### src/rtl/hsjc_pkg.sv
`timescale 1ns / 1ps
// ----------------------------------------------------------------------------
// hsjc_pkg
// Types and constants shared by the stepper homing and jog controller.
// ----------------------------------------------------------------------------
package hsjc_pkg;

	localparam int CFG_INDEX_BITS = 3;
	localparam int CFG_DATA_BITS  = 20;
	localparam int PULSE_BITS     = 16;
	localparam int SETTLE_BITS    = 20;
	localparam int STEPS_BITS     = 16;

	localparam logic [PULSE_BITS-1:0]  EXTEND_PULSE_RESET = 16'd60;
	localparam logic [PULSE_BITS-1:0]  SHRINK_PULSE_RESET = 16'd90;
	localparam logic [PULSE_BITS-1:0]  HOMING_PULSE_RESET = 16'd30;
	localparam logic [PULSE_BITS-1:0]  STEP_GAP_RESET     = 16'd1;
	localparam logic [SETTLE_BITS-1:0] SETTLE_RESET       = 20'd100000;

	typedef enum logic [CFG_INDEX_BITS-1:0] {
		CFG_EXTEND_PULSE = 3'd0,
		CFG_SHRINK_PULSE = 3'd1,
		CFG_HOMING_PULSE = 3'd2,
		CFG_STEP_GAP     = 3'd3,
		CFG_SETTLE       = 3'd4
	} cfg_index_t;

	typedef enum logic [3:0] {
		PH_SEEK_LEFT   = 4'd0,
		PH_MEASURE     = 4'd1,
		PH_CENTER      = 4'd2,
		PH_EXTEND      = 4'd3,
		PH_SETTLE_EXT  = 4'd4,
		PH_SHRINK      = 4'd5,
		PH_SETTLE_SHR  = 4'd6,
		PH_HOME_CHECK  = 4'd7,
		PH_SETTLE_HOME = 4'd8
	} phase_t;

	typedef struct packed {
		logic [PULSE_BITS-1:0]  extend_pulse_ticks;
		logic [PULSE_BITS-1:0]  shrink_pulse_ticks;
		logic [PULSE_BITS-1:0]  homing_pulse_ticks;
		logic [PULSE_BITS-1:0]  step_gap_ticks;
		logic [SETTLE_BITS-1:0] settle_ticks;
	} cfg_t;

	typedef struct packed {
		logic limit_left;
		logic limit_right;
		logic extend_req;
		logic shrink_req;
	} in_item_t;

	typedef struct packed {
		logic                  step_out;
		logic                  dir_out;
		logic [3:0]            phase;
		logic [STEPS_BITS-1:0] travel_steps;
	} out_item_t;

endpackage

### src/rtl/hsjc_cfg_regs.sv
`timescale 1ns / 1ps
// ----------------------------------------------------------------------------
// hsjc_cfg_regs
// Configuration register bank: pulse widths, step gap and settle length.
// ----------------------------------------------------------------------------
module hsjc_cfg_regs (
	input  logic                                clk,
	input  logic                                arst_n,
	input  logic                                cfg_we,
	input  logic [hsjc_pkg::CFG_INDEX_BITS-1:0] cfg_index,
	input  logic [hsjc_pkg::CFG_DATA_BITS-1:0]  cfg_data,
	output hsjc_pkg::cfg_t                      cfg
);
	import hsjc_pkg::*;

	cfg_t cfg_q;

	always_ff @(posedge clk or negedge arst_n) begin
		if (!arst_n) begin
			cfg_q.extend_pulse_ticks <= EXTEND_PULSE_RESET;
			cfg_q.shrink_pulse_ticks <= SHRINK_PULSE_RESET;
			cfg_q.homing_pulse_ticks <= HOMING_PULSE_RESET;
			cfg_q.step_gap_ticks     <= STEP_GAP_RESET;
			cfg_q.settle_ticks       <= SETTLE_RESET;
		end else if (cfg_we) begin
			unique case (cfg_index)
				CFG_EXTEND_PULSE: cfg_q.extend_pulse_ticks <= cfg_data[PULSE_BITS-1:0];
				CFG_SHRINK_PULSE: cfg_q.shrink_pulse_ticks <= cfg_data[PULSE_BITS-1:0];
				CFG_HOMING_PULSE: cfg_q.homing_pulse_ticks <= cfg_data[PULSE_BITS-1:0];
				CFG_STEP_GAP:     cfg_q.step_gap_ticks     <= cfg_data[PULSE_BITS-1:0];
				CFG_SETTLE:       cfg_q.settle_ticks       <= cfg_data[SETTLE_BITS-1:0];
				default: begin
				end
			endcase
		end
	end

	assign cfg = cfg_q;

endmodule

### src/rtl/hsjc_core.sv
`timescale 1ns / 1ps
// ----------------------------------------------------------------------------
// hsjc_core
// Per-tick phase sequencer, pulse timer, settle timer and step counters.
// ----------------------------------------------------------------------------
module hsjc_core #(
	parameter int COUNT_BITS = 16,
	parameter int WAIT_BITS  = 20
) (
	input  logic                clk,
	input  logic                arst_n,
	input  logic                en,
	input  hsjc_pkg::cfg_t      cfg,
	input  hsjc_pkg::in_item_t  item,
	output hsjc_pkg::out_item_t result
);
	import hsjc_pkg::*;

	localparam logic [COUNT_BITS-1:0] COUNT_MAX = '1;
	localparam logic [WAIT_BITS-1:0]  WAIT_MAX  = '1;

	phase_t                 phase_q, phase_d;
	logic [PULSE_BITS-1:0]  pulse_timer_q, pulse_timer_d;
	logic                   pulse_active_q, pulse_active_d;
	logic [WAIT_BITS-1:0]   wait_timer_q, wait_timer_d;
	logic [COUNT_BITS-1:0]  travel_q, travel_d;
	logic [COUNT_BITS-1:0]  center_q, center_d;
	logic                   dir_q, dir_d;
	logic                   recheck_q, recheck_d;
	logic                   step_d;

	logic                   start_pulse;
	logic [PULSE_BITS-1:0]  pulse_width;
	logic [WAIT_BITS-1:0]   settle_load;
	logic [31:0]            settle_ext;
	logic [31:0]            travel_ext;

	assign settle_ext  = 32'(cfg.settle_ticks);
	assign settle_load = (settle_ext > 32'(WAIT_MAX)) ? WAIT_MAX : WAIT_BITS'(settle_ext);

	always_comb begin
		phase_d        = phase_q;
		pulse_timer_d  = pulse_timer_q;
		pulse_active_d = pulse_active_q;
		wait_timer_d   = wait_timer_q;
		travel_d       = travel_q;
		center_d       = center_q;
		dir_d          = dir_q;
		recheck_d      = recheck_q;
		step_d         = 1'b0;
		start_pulse    = 1'b0;
		pulse_width    = cfg.homing_pulse_ticks;

		if (pulse_active_q) begin
			step_d        = 1'b1;
			pulse_timer_d = pulse_timer_q - 1'b1;
			if (pulse_timer_q == PULSE_BITS'(1)) begin
				pulse_active_d = 1'b0;
				pulse_timer_d  = cfg.step_gap_ticks;
			end
		end else if (pulse_timer_q != '0) begin
			pulse_timer_d = pulse_timer_q - 1'b1;
		end else begin
			unique case (phase_q) inside
				PH_SEEK_LEFT: begin
					if (!item.limit_left) begin
						start_pulse = 1'b1;
						dir_d       = 1'b1;
					end else begin
						travel_d = '0;
						phase_d  = PH_MEASURE;
					end
				end
				PH_MEASURE: begin
					if (!item.limit_right) begin
						start_pulse = 1'b1;
						dir_d       = 1'b0;
						if (travel_q != COUNT_MAX)
							travel_d = travel_q + 1'b1;
					end else begin
						center_d = '0;
						phase_d  = PH_CENTER;
					end
				end
				PH_CENTER: begin
					if (center_q < (travel_q >> 1)) begin
						start_pulse = 1'b1;
						dir_d       = 1'b1;
						center_d    = center_q + 1'b1;
					end else begin
						phase_d   = recheck_q ? PH_HOME_CHECK : PH_EXTEND;
						recheck_d = 1'b0;
					end
				end
				PH_EXTEND: begin
					if (item.extend_req && !item.shrink_req && !item.limit_right) begin
						start_pulse = 1'b1;
						pulse_width = cfg.extend_pulse_ticks;
						dir_d       = 1'b0;
					end else begin
						phase_d      = PH_SETTLE_EXT;
						wait_timer_d = settle_load;
					end
				end
				PH_SHRINK: begin
					if (item.shrink_req && !item.extend_req && !item.limit_left) begin
						start_pulse = 1'b1;
						pulse_width = cfg.shrink_pulse_ticks;
						dir_d       = 1'b1;
					end else begin
						phase_d      = PH_SETTLE_SHR;
						wait_timer_d = settle_load;
					end
				end
				PH_HOME_CHECK: begin
					if (item.shrink_req && item.extend_req) begin
						recheck_d = 1'b1;
						phase_d   = PH_SEEK_LEFT;
					end else begin
						phase_d      = PH_SETTLE_HOME;
						wait_timer_d = settle_load;
					end
				end
				PH_SETTLE_EXT, PH_SETTLE_SHR, PH_SETTLE_HOME: begin
					if (wait_timer_q != '0) begin
						wait_timer_d = wait_timer_q - 1'b1;
					end else if (phase_q == PH_SETTLE_EXT) begin
						phase_d = PH_SHRINK;
					end else if (phase_q == PH_SETTLE_SHR) begin
						phase_d = PH_HOME_CHECK;
					end else begin
						phase_d = PH_EXTEND;
					end
				end
				default: begin
					recheck_d = 1'b0;
					phase_d   = PH_SEEK_LEFT;
				end
			endcase

			if (start_pulse) begin
				step_d = 1'b1;
				if (pulse_width > PULSE_BITS'(1)) begin
					pulse_active_d = 1'b1;
					pulse_timer_d  = pulse_width - 1'b1;
				end else begin
					pulse_active_d = 1'b0;
					pulse_timer_d  = cfg.step_gap_ticks;
				end
			end
		end
	end

	assign travel_ext = 32'(travel_d);

	always_comb begin
		result.step_out     = step_d;
		result.dir_out      = dir_d;
		result.phase        = phase_q;
		result.travel_steps = travel_ext[STEPS_BITS-1:0];
	end

	always_ff @(posedge clk or negedge arst_n) begin
		if (!arst_n) begin
			phase_q        <= PH_SEEK_LEFT;
			pulse_timer_q  <= '0;
			pulse_active_q <= 1'b0;
			wait_timer_q   <= '0;
			travel_q       <= '0;
			center_q       <= '0;
			dir_q          <= 1'b0;
			recheck_q      <= 1'b0;
		end else if (en) begin
			phase_q        <= phase_d;
			pulse_timer_q  <= pulse_timer_d;
			pulse_active_q <= pulse_active_d;
			wait_timer_q   <= wait_timer_d;
			travel_q       <= travel_d;
			center_q       <= center_d;
			dir_q          <= dir_d;
			recheck_q      <= recheck_d;
		end
	end

endmodule

### src/rtl/stepper_homing_jog_controller_top.sv
`timescale 1ns / 1ps
// ----------------------------------------------------------------------------
// stepper_homing_jog_controller_top
// Stepper homing and jog controller: one tick transaction in, one result out.
//
//   Channel  Handshake                    Payload
//   config   cfg_we                       cfg_index, cfg_data
//   item     item_valid / item_ready      item (limit switches, buttons)
//   result   result_valid / result_ready  result (step, dir, phase, steps)
//
// A tick transaction is registered, evaluated against the controller state
// and written to the result register: one transaction per cycle sustained
// while result_ready does not hold a result back. With a result waiting, a
// new tick is still taken if the input register is empty. Reset puts the
// controller at the start of homing with the register defaults loaded.
// ----------------------------------------------------------------------------
module stepper_homing_jog_controller_top #(
	parameter int COUNT_BITS = 16,
	parameter int WAIT_BITS  = 20
) (
	input  logic                                clk,
	input  logic                                arst_n,
	input  logic                                cfg_we,
	input  logic [hsjc_pkg::CFG_INDEX_BITS-1:0] cfg_index,
	input  logic [hsjc_pkg::CFG_DATA_BITS-1:0]  cfg_data,
	input  logic                                item_valid,
	output logic                                item_ready,
	input  hsjc_pkg::in_item_t                  item,
	output logic                                result_valid,
	input  logic                                result_ready,
	output hsjc_pkg::out_item_t                 result
);
	import hsjc_pkg::*;

	cfg_t      cfg;
	in_item_t  item_s1;
	logic      valid_s1;
	out_item_t result_d;
	out_item_t result_q;
	logic      result_valid_q;
	logic      advance;

	assign advance    = valid_s1 && (!result_valid_q || result_ready);
	assign item_ready = !valid_s1 || advance;

	hsjc_cfg_regs u_cfg (
		.clk       (clk),
		.arst_n    (arst_n),
		.cfg_we    (cfg_we),
		.cfg_index (cfg_index),
		.cfg_data  (cfg_data),
		.cfg       (cfg)
	);

	hsjc_core #(
		.COUNT_BITS (COUNT_BITS),
		.WAIT_BITS  (WAIT_BITS)
	) u_core (
		.clk    (clk),
		.arst_n (arst_n),
		.en     (advance),
		.cfg    (cfg),
		.item   (item_s1),
		.result (result_d)
	);

	always_ff @(posedge clk or negedge arst_n) begin
		if (!arst_n) begin
			valid_s1       <= 1'b0;
			result_valid_q <= 1'b0;
		end else begin
			if (item_ready)
				valid_s1 <= item_valid;
			if (advance)
				result_valid_q <= 1'b1;
			else if (result_ready)
				result_valid_q <= 1'b0;
		end
	end

	always_ff @(posedge clk) begin
		if (item_ready && item_valid)
			item_s1 <= item;
		if (advance)
			result_q <= result_d;
	end

	assign result_valid = result_valid_q;
	assign result       = result_q;

endmodule
### config.mk
export PLATFORM = sky130hd
export DESIGN_NAME = stepper_homing_jog_controller_top
export DESIGN_NICKNAME = d
export VERILOG_FILES = /design/src/rtl/hsjc_pkg.sv /design/src/rtl/hsjc_cfg_regs.sv /design/src/rtl/hsjc_core.sv /design/src/rtl/stepper_homing_jog_controller_top.sv
export SDC_FILE = /design/constraint.sdc
export NUM_CORES = 1
export LEC_CHECK = 0
export BUFFER_PORTS_ARGS = -buffer_cell sky130_fd_sc_hd__buf_2
export CAP_MARGIN = 20
export CELL_PAD_IN_SITES_DETAIL_PLACEMENT = 2
export CELL_PAD_IN_SITES_GLOBAL_PLACEMENT = 2
export CORE_UTILIZATION = 40
export CTS_CLUSTER_DIAMETER = 60
export CTS_CLUSTER_SIZE = 40
export DETAILED_ROUTE_END_ITERATION = 8
export PLACE_DENSITY_LB_ADDON = 0.25
export REMOVE_ABC_BUFFERS = 1
export SETUP_SLACK_MARGIN = 0.5
export SLEW_MARGIN = 10
export SYNTH_ARGS = -nofsm -noshare
export SYNTH_HDL_FRONTEND = slang
export SYNTH_SLANG_ARGS = --single-unit
### constraint.sdc
create_clock -name clk -period 4.4 [get_ports clk]
set_clock_uncertainty 0.1 [all_clocks]
set_input_delay 0.66 -clock clk [delete_from_list [all_inputs] [get_ports clk]]
set_output_delay 0.66 -clock clk [all_outputs]
set_load 0.1 [all_outputs]
==> results of run 1 <==
[cell families after synthesis]
group	after synthesis	share of synthesized area
AO/OA/AOI/OAI	296	0.184
XOR/XNOR	20	0.0168
buffers and inverters	90	0.0351
adder cells (fa/ha/maj)	21	0.0252
AND/OR/NAND/NOR	350	0.170
multiplexers	100	0.106
flip-flops	187	0.463
[registers in the layout (all words and copies together) (netlist names), 4 cells and up]
register              count
u_cfg.cfg                84
u_core.travel_q          16
u_core.wait_timer_q      20
item_s1                   4
u_core.phase_q            4
result                   22
u_core.center_q          16
u_core.pulse_timer_q     16
[layer usage]
metal	vias up	wire (µm)	GRT usage
li1	4052	-	-
met1	4642	15400	0.342
met2	176	18100	0.481
met3	60	939	0.0350
met4	0	1020	0.105
met5	-	0	0
[power groups by stage]
stage	Combinational, mW	Sequential (mW)	Clock, mW
final	1.22	2.36	1.63
after global routing	1.33	2.39	1.72
after CTS	1.22	2.35	1.66
after detailed placement	1.20	2.38	0
after global placement	1.13	2.36	0
after floorplan	0.734	2.38	0
[layout make-up]
type / instances / area share
Tap cell: 330 / 0.0350
Timing Repair Buffer: 81 / 0.0421
Clock inverter: 15 / 0.0158
Sequential cell: 187 / 0.410
Clock buffer: 17 / 0.0361
Inverter: 35 / 0.0111
Multi-Input combinational cell: 787 / 0.450
[worst max-delay path by stage]
stage                                      endpoint  cells after the start  slack, ns
3_3_place_gp   u_core.pulse_timer_q[10]$_DFFE_PN0P_                     10       0.62
2_1_floorplan  u_core.pulse_timer_q[10]$_DFFE_PN0P_                     11      -0.29
6_report       u_core.pulse_timer_q[14]$_DFFE_PN0P_                      9       0.61
5_1_grt        u_core.pulse_timer_q[10]$_DFFE_PN0P_                     16       0.49
3_5_place_dp   u_core.pulse_timer_q[10]$_DFFE_PN0P_                     10       0.39
4_1_cts        u_core.pulse_timer_q[10]$_DFFE_PN0P_                     14       0.53
[placed cells by master, fill, tap and decap left out, drive strengths merged, types with 17 or more instances in the layout]
| master | netlist | final |
|---|---|---|
| nand3 | 39 | 39 |
| nand2 | 86 | 86 |
| ha | 21 | 21 |
| buf | 14 | 81 |
| mux2 | 88 | 88 |
| a31oi | 29 | 29 |
| o21ai | 94 | 94 |
| clkbuf | 41 | 17 |
| edfxtp | 26 | 26 |
| dfstp | 19 | 19 |
| a21oi | 72 | 72 |
| dfrtp | 142 | 142 |
| nor2 | 73 | 73 |
| inv | 35 | 45 |
| nor3 | 42 | 42 |
[metrics by stage]
step	util	setup WS, ns	area [µm²]	hold slack (ns)
3_3_place_gp	0.438	0.622	11100	0.368
3_5_place_dp	0.438	0.391	11100	0.383
4_1_cts	0.462	0.528	11700	0.138
5_1_grt	0.464	0.493	11800	0.147
6_report	0.464	0.612	11800	0.0978
2_1_floorplan	-	-0.293	10200	0.264
[timing repair]
item | in CTS | in global routing
setup buffers | 0 | 2
endpoints found under the setup margin | 5 | 10
pin swaps | 0 | 1
resized for setup | 4 | 10
==> flow_metrics.py, run 1 <==
metrics = {
    "outcome": {
        "status": "completed",
    },
    "sta": {
        "period_minus_slack_ns": 3.79,
        "finalCritPeriodShare": 0.861,
        "maxSlewHeadroom": 0.256,
        "worst_pin_slew_ns": 1.10,
        "drv_slew": 0,
        "setup_viol": 0,
        "fmax_mhz": 264,
        "setup_tns_ns": 0,
        "finalHoldViolCount": 0,
        "rsz0062_at_grt": "true",
    },
    "drt": {
        "wirelength_um": 35400,
        "drc": 0,
        "vias": 8930,
        "drt-wirelength-per-cell_um": 24.4,
        "ant_nets": 0,
        "dr.pass1.iters": 5,
        "drtIter0Drc": 496,
        "routed_via_density": 6.15,
    },
    "logic_synthesis": {
        "yosysUniqueCellTypes": 79,
        "synth_cells": 1064,
        "synth.most_common_cell": "dfrtp_1",
        "synth_top_cell_area_share": 0.340,
        "ys_seq_area_frac": 0.463,
        "synth-async-reset-ratio": 0.861,
        "synth-edff-count": 26,
        "syn_area_per_cell_um2": 9.82,
        "synth-seq-cells": 187,
        "yosysWarnings": 0,
        "yosysTopAreaCell": "dfrtp_1",
        "yosys_most_used_dff": "dfrtp_1",
        "synth_common_cells": "dfrtp_1, o21ai_0, mux2_2, nand2_1",
        "syn_area_mm2": 0.0104,
        "synthTopCellsByArea": "dfrtp_1, mux2_2, edfxtp_1",
    },
    "worst_setup_path": {
        "path_buf_inv": 2,
        "worstSetupEndpointType": "flop",
        "rr_worst_depth": 9,
        "required_ns": 4.64,
        "crit_chain": "buf_4 > or2_1 > or2_1 > or4_4 > a2111oi_4 > o41ai_2 > buf_4 > o41a_1 > a311o_1",
        "worst_path_max_delay_cell": "a2111oi_4",
        "critPathLaunch": "u_core.phase_q[3]$_DFFE_PN0P_",
        "regToRegEndpoint": "u_core.pulse_timer_q[14]$_DFFE_PN0P_",
        "r2r-start": "u_core.phase_q[3]$_DFFE_PN0P_",
        "cp-start-kind": "flop",
        "worst_ep_arrival_time_ns": 4.03,
        "r2r_setup_slack_ns": 0.61,
        "cpLargestDelayFamily": "compound AO/OA/AOI/OAI gates",
        "max_stage_delay_ns": 0.65,
        "cp_max_fo": 21,
        "crit_type": "reg2reg",
    },
    "finish": {
        "antenna_cells": 0,
        "final-instance-count-excl-fill": 1452,
        "multi_input_comb_area_mm2": 0.00530,
        "final_nets": 1162,
        "n_fill_cell": 2738,
        "regArea_mm2": 0.00484,
        "drive_above_1_share": 0.224,
        "area_delta_synth_final_pct": 12.9,
    },
    "cts": {
        "cts.clk_slew.worst_paths_ns": 0.08,
        "clock_path_buffers": 2,
        "cts_tree": "done",
        "cts_root_buffer": "clkbuf_16",
        "cts_max_level": 4,
        "clkLatencyLatePin_ns": 0.46,
        "cts_sinks": 187,
        "cts_hold_buf": 0,
        "cts-buffers-inserted": 17,
    },
    "floorplan": {
        "fp-row-count": 58,
        "core_mm2": 0.0254,
        "ios": 56,
        "die_w_um": 164,
        "start_util": 0.411,
        "die_y_um": 164,
        "die_area_mm2": 0.0268,
    },
    "place": {
        "dp_cells": 1418,
        "gp_congestion": 0.865,
        "port_buffers": 55,
        "dp_hpwl_um": 25100,
    },
    "power": {
        "power_frac_seq": 0.453,
        "p_comb_frac": 0.234,
        "p_per_area_mw_per_mm2": 442,
        "p_leak_nw": 4.90,
        "switching_share": 0.364,
        "p_clk_frac": 0.314,
        "switching_power_mw": 1.90,
        "ir_drop_mv": 0.223,
        "internal_power_mw": 3.31,
        "p_total_mw": 5.21,
    },
    "flow_run": {
        "drv_cap": 0,
    },
    "global_route": {
        "track_usage": 0.275,
        "grt_pass1_wl_um": 55900,
        "grt_pass1_vias": 9702,
        "grt-ovfl-total": 0,
        "antenna_found_initial": 0,
        "grt_max_degree": 65,
    },
    "hold_path": {
        "worstHoldPathType": "in2async",
    },
}
(Power assumes the default switching activity.)
==> inputs of run 2 (changes only) <==
--- a/config.mk
+++ b/config.mk
@@ -13,6 +13,7 @@
 export CTS_CLUSTER_DIAMETER = 60
 export CTS_CLUSTER_SIZE = 40
 export DETAILED_ROUTE_END_ITERATION = 8
+export MAX_ROUTING_LAYER = met4
 export PLACE_DENSITY_LB_ADDON = 0.25
 export REMOVE_ABC_BUFFERS = 1
 export SETUP_SLACK_MARGIN = 0.5
==> flow_metrics.py, run 2 (synthesized netlist as in run 1, its figures left out) <==
metrics = {
    "outcome": {
        "status": "completed",
    },
    "worst_setup_path": {
        "worst_ep_arrival_time_ns": 4.03,
        "cp_max_fo": 21,
        "max_stage_delay_ns": 0.65,
        "crit_chain": "buf_4 > or2_1 > or2_1 > or4_4 > a2111oi_4 > o41ai_2 > buf_4 > o41a_1 > a311o_1",
        "r2r-start": "u_core.phase_q[3]$_DFFE_PN0P_",
        "r2r_setup_slack_ns": 0.62,
        "cpLargestDelayFamily": "compound AO/OA/AOI/OAI gates",
        "path_buf_inv": 2,
        "crit_type": "reg2reg",
        "cp-start-kind": "flop",
        "rr_worst_depth": 9,
        "worstSetupEndpointType": "flop",
        "regToRegEndpoint": "u_core.pulse_timer_q[14]$_DFFE_PN0P_",
        "required_ns": 4.64,
        "worst_path_max_delay_cell": "a2111oi_4",
        "critPathLaunch": "u_core.phase_q[3]$_DFFE_PN0P_",
    },
    "sta": {
        "rsz0062_at_grt": "true",
        "period_minus_slack_ns": 3.78,
        "setup_viol": 0,
        "fmax_mhz": 264,
        "finalHoldViolCount": 0,
        "worst_pin_slew_ns": 1.09,
        "maxSlewHeadroom": 0.265,
        "finalCritPeriodShare": 0.860,
        "setup_tns_ns": 0,
        "drv_slew": 0,
    },
    "floorplan": {
        "die_w_um": 164,
        "die_y_um": 164,
        "die_area_mm2": 0.0268,
        "fp-row-count": 58,
        "core_mm2": 0.0254,
        "ios": 56,
        "start_util": 0.411,
    },
    "global_route": {
        "grt_pass1_wl_um": 55900,
        "grt_pass1_vias": 9664,
        "antenna_found_initial": 0,
        "grt-ovfl-total": 0,
        "track_usage": 0.283,
        "grt_max_degree": 65,
    },
    "cts": {
        "cts-buffers-inserted": 17,
        "cts.clk_slew.worst_paths_ns": 0.08,
        "cts_root_buffer": "clkbuf_16",
        "cts_tree": "done",
        "cts_max_level": 4,
        "cts_sinks": 187,
        "clkLatencyLatePin_ns": 0.46,
        "clock_path_buffers": 2,
        "cts_hold_buf": 0,
    },
    "drt": {
        "drtIter0Drc": 486,
        "drc": 0,
        "wirelength_um": 35400,
        "routed_via_density": 6.14,
        "vias": 8912,
        "drt-wirelength-per-cell_um": 24.4,
        "dr.pass1.iters": 5,
        "ant_nets": 0,
    },
    "finish": {
        "antenna_cells": 0,
        "regArea_mm2": 0.00484,
        "largest_register_ffs": 84,
        "final_nets": 1162,
        "postLayoutCellArea_mm2": 0.0118,
        "final_cell_mix": "dfrtp_1, o21ai_0, mux2_2",
        "area_delta_synth_final_pct": 12.9,
        "final_common_cell": "dfrtp_1",
        "drive_above_1_share": 0.224,
        "multi_input_comb_area_mm2": 0.00530,
        "final_util": 0.464,
        "n_fill_cell": 2738,
    },
    "place": {
        "place_area_mm2": 0.0111,
        "dp_hpwl_um": 25100,
        "gp_congestion": 0.879,
        "port_buffers": 55,
    },
    "power": {
        "p_per_area_mw_per_mm2": 442,
        "ir_drop_mv": 0.223,
        "p_total_mw": 5.21,
        "p_leak_nw": 4.90,
    },
    "flow_run": {
        "drv_cap": 0,
    },
    "hold_path": {
        "worstHoldPathType": "in2async",
    },
}
[run 2: cell counts in the layout (fill, tap and decap cells not counted)]
No cell type changed its count.
[run 2: how the worst max path moves through the flow]
stage | slack (ns) | cells after the start | end
floorplan | -0.29 | 11 | u_core.pulse_timer_q[10]$_DFFE_PN0P_
global placement | 0.62 | 10 | u_core.pulse_timer_q[10]$_DFFE_PN0P_
detailed placement | 0.39 | 10 | u_core.pulse_timer_q[10]$_DFFE_PN0P_
CTS | 0.53 | 14 | u_core.pulse_timer_q[10]$_DFFE_PN0P_
global route | 0.49 | 16 | u_core.pulse_timer_q[10]$_DFFE_PN0P_
finish | 0.62 | 9 | u_core.pulse_timer_q[14]$_DFFE_PN0P_
[run 2: where the power goes]
| group | leakage, nW | internal [mW] | switching [mW] |
|---|---|---|---|
| combinational | 2.36 | 0.473 | 0.745 |
| sequential | 2.25 | 2.05 | 0.308 |
| clock | 0.300 | 0.785 | 0.848 |
| total | 4.90 | 3.31 | 1.90 |
[run 2: final cells by class]
cell class / count / area share
well taps: 330 / 0.0350
inverters: 35 / 0.0111
clock inverters: 15 / 0.0158
clock buffers: 17 / 0.0361
flip-flops and latches: 187 / 0.410
multi-input cells: 787 / 0.450
repair buffers: 81 / 0.0421
[run 2: what timing repair did]
| action | in CTS | in global routing |
|---|---|---|
| setup endpoints to repair | 5 | 10 |
| gates resized for setup | 4 | 10 |
| setup buffers | 0 | 2 |
| pin swaps | 0 | 1 |
[run 2: routing by layer]
layer,up-vias,global-route usage,share of wire
met3,65,0.0343,0.025
met4,0,0.105,0.031
met1,4616,0.345,0.43
met2,171,0.480,0.51
met5,-,-,0
li1,4060,-,-
[run 2: through the flow]
step           cells  worst slack [ns]  hold WS, ns
6_report        1452             0.617       0.0974
5_1_grt         1452             0.493        0.146
4_1_cts         1450             0.528        0.138
3_5_place_dp    1418             0.391        0.383
3_3_place_gp    1418             0.622        0.368
2_1_floorplan   1009            -0.293        0.264
==> inputs of run 3 (changes only) <==
--- a/config.mk
+++ b/config.mk
@@ -9,10 +9,12 @@
 export CAP_MARGIN = 20
 export CELL_PAD_IN_SITES_DETAIL_PLACEMENT = 2
 export CELL_PAD_IN_SITES_GLOBAL_PLACEMENT = 2
+export CORE_ASPECT_RATIO = 1.25
 export CORE_UTILIZATION = 40
 export CTS_CLUSTER_DIAMETER = 60
 export CTS_CLUSTER_SIZE = 40
 export DETAILED_ROUTE_END_ITERATION = 8
+export GPL_TIMING_DRIVEN = 0
 export MAX_ROUTING_LAYER = met4
 export PLACE_DENSITY_LB_ADDON = 0.25
 export REMOVE_ABC_BUFFERS = 1
@@ -20,4 +22,5 @@
 export SLEW_MARGIN = 10
 export SYNTH_ARGS = -nofsm -noshare
 export SYNTH_HDL_FRONTEND = slang
+export SYNTH_HIERARCHICAL = 1
 export SYNTH_SLANG_ARGS = --single-unit
==> flow_metrics.py, run 3 <==
metrics = {
    "logic_synthesis": {
        "synth_common_cells": "dfrtp_1, nand2_1, mux2_2, o21ai_0, nor2_1",
        "synth_top_cell_area_share": 0.331,
        "synth_mux_area_frac": 0.102,
        "yosys_most_used_dff": "dfrtp_1",
        "synth_top_family_by_area": "simple AND/OR/NAND/NOR gates",
        "synth_cells": 1103,
        "synth-xor-area-share": 0.0253,
        "synthTopCellsByArea": "dfrtp_1, mux2_2, edfxtp_1",
        "synth.most_common_cell": "dfrtp_1",
        "yosysWarnings": 6,
        "synthAdderAreaFrac": 0.0256,
        "ys_seq_area_frac": 0.450,
        "synth-async-reset-ratio": 0.861,
        "syn_area_mm2": 0.0107,
        "syn_area_per_cell_um2": 9.73,
        "synth-compound-area-share": 0.176,
        "yosysUniqueCellTypes": 80,
        "synth-seq-cells": 187,
        "synth-edff-count": 26,
        "yosysTopAreaCell": "dfrtp_1",
        "synthSimpleGateAreaFrac": 0.179,
    },
    "worst_setup_path": {
        "cp_max_fo": 16,
        "crit_type": "reg2reg",
        "path_buf_inv": 2,
        "crit_top_cell": "a21oi_1",
        "rr_worst_depth": 11,
        "critPathLaunch": "item_s1[2]$_DFFE_PP_",
        "cp-start-kind": "flop",
        "max_stage_delay_ns": 0.64,
        "crit_chain": "nor3b_4 > and2_4 > buf_6 > a22o_1 > a21oi_1 > ha_1 > o2111ai_1 > nor4_4 > buf_8 > o311ai_0 > a21oi_1",
        "worst_ep_arrival_time_ns": 4.06,
        "worst_path_max_delay_cell": "edfxtp_1",
        "r2r-start": "item_s1[2]$_DFFE_PP_",
        "required_ns": 4.60,
        "cp.depth": 11,
        "worstSetupEndpointType": "flop",
        "cpLargestDelayFamily": "compound AO/OA/AOI/OAI gates",
    },
    "sta": {
        "rsz0062_at_grt": "true",
        "period_minus_slack_ns": 3.86,
        "setup_tns_ns": 0,
        "setup_slack_ns": 0.541,
        "maxSlewHeadroom": 0.477,
        "setup_viol": 0,
        "worst_pin_slew_ns": 0.776,
        "finalCritPeriodShare": 0.877,
        "fmax_mhz": 259,
        "finalHoldViolCount": 0,
        "drv_slew": 0,
    },
    "finish": {
        "area_delta_synth_final_pct": 13.0,
        "final_cell_mix": "dfrtp_1, nand2_1, mux2_2",
        "n_fill_cell": 2803,
        "drive_above_1_share": 0.234,
        "largest_register_ffs": 84,
        "final_common_cell": "dfrtp_1",
        "antenna_cells": 0,
        "final_nets": 1195,
    },
    "drt": {
        "ant_nets": 0,
        "drc": 0,
        "drt-wirelength-per-cell_um": 23.4,
        "vias": 9074,
        "drtIter0Drc": 363,
        "routed_via_density": 6.07,
        "wirelength_um": 34900,
        "dr.pass1.iters": 4,
    },
    "outcome": {
        "status": "completed",
    },
    "floorplan": {
        "die_w_um": 149,
        "die_y_um": 185,
        "ios": 56,
        "fp-row-count": 66,
        "start_util": 0.410,
        "core_mm2": 0.0262,
        "die_area_mm2": 0.0275,
    },
    "global_route": {
        "track_usage": 0.268,
        "grt_pass1_vias": 9697,
        "grt_max_degree": 92,
        "antenna_found_initial": 0,
        "grt-ovfl-total": 0,
        "grt_pass1_wl_um": 54900,
    },
    "place": {
        "port_buffers": 55,
        "gp_congestion": 0.819,
        "dp_hpwl_um": 24000,
        "dp_slack_ns": -1.10,
    },
    "power": {
        "p_per_area_mw_per_mm2": 451,
        "ir_drop_mv": 0.244,
        "p_leak_nw": 4.90,
    },
    "cts": {
        "cts_hold_buf": 0,
        "cts_sinks": 187,
        "cts_max_level": 4,
        "clkLatencyLatePin_ns": 0.44,
        "cts_tree": "done",
        "cts-buffers-inserted": 17,
        "cts.clk_slew.worst_paths_ns": 0.07,
        "cts_root_buffer": "clkbuf_16",
        "clock_path_buffers": 2,
    },
    "hold_path": {
        "worstHoldPathType": "in2async",
    },
    "flow_run": {
        "drv_cap": 0,
    },
}
==> run 3: kinds of logic (layout without fill, tap and decap cells) <==
family                     count (synthesis)  count (layout)
DFF                                      187             187
and+or+nand+nor                          370             370
muxes                                     98              98
buffers and inverters                     98             149
adders and majority gates                 22              22
xor gates and xnor gates                  31              31
AOI/OAI and AO/OA                        297             297
==> run 3: power breakdown <==
| group | total [mW] | internal, mW | switching (mW) |
|---|---|---|---|
| logic | 1.52 | 0.583 | 0.936 |
| clock network | 1.56 | 0.848 | 0.711 |
| registers | 2.39 | 2.08 | 0.313 |
| total | 5.47 | 3.51 | 1.96 |
==> run 3: worst paths after layout <==
path	end	slack, ns
min in group clk	item_s1[0]$_DFFE_PP_	0.29
worst max-delay path	u_core/pulse_timer_q[3]$_DFFE_PN0P_	0.54
worst min register to register	u_core/wait_timer_q[17]$_DFFE_PN0P_	0.41
worst min-delay path	u_core/pulse_timer_q[3]$_DFFE_PN0P_	0.07
worst max register to register	u_core/pulse_timer_q[3]$_DFFE_PN0P_	0.54
max in group asynchronous	u_cfg/cfg[16]$_DFFE_PN1P_	3.22
==> run 3: cell type report <==
type / instances / area, µm² / share of cell area
Multi-Input combinational cell: 818 / 5580 / 0.460
Sequential cell: 187 / 4840 / 0.399
Timing Repair Buffer: 82 / 562 / 0.0463
Clock buffer: 20 / 478 / 0.0394
Tap cell: 340 / 425 / 0.0351
Inverter: 35 / 131 / 0.0108
Clock inverter: 12 / 109 / 0.00897
==> run 3: metal layers <==
layer  GRT usage  wire (µm)
met5           -          0
met4      0.0969        962
met2       0.474      18700
met3      0.0305        884
met1       0.310      14400
==> run 3: metrics by stage <==
step / instance area (µm²) / power [mW] / hold WS [ns] / util / instances
CTS: 12000 / 5.46 / 0.0832 / 0.458 / 1482
global route: 12100 / 5.74 / 0.112 / 0.463 / 1494
global placement: 11100 / 3.75 / 0.382 / 0.425 / 1435
finish: 12100 / 5.47 / 0.0664 / 0.463 / 1494
floorplan: 10400 / 3.37 / 0.264 / - / 1040
detailed placement: 11300 / 3.85 / 0.398 / 0.431 / 1446
==> run 3: repair_timing <==
action	4_1_cts	5_1_grt
gates resized for setup	16	10
pin swaps	3	5
setup buffers	4	9
hold endpoints to repair	0	0
endpoints found under the setup margin	62	45
gates cloned	0	0
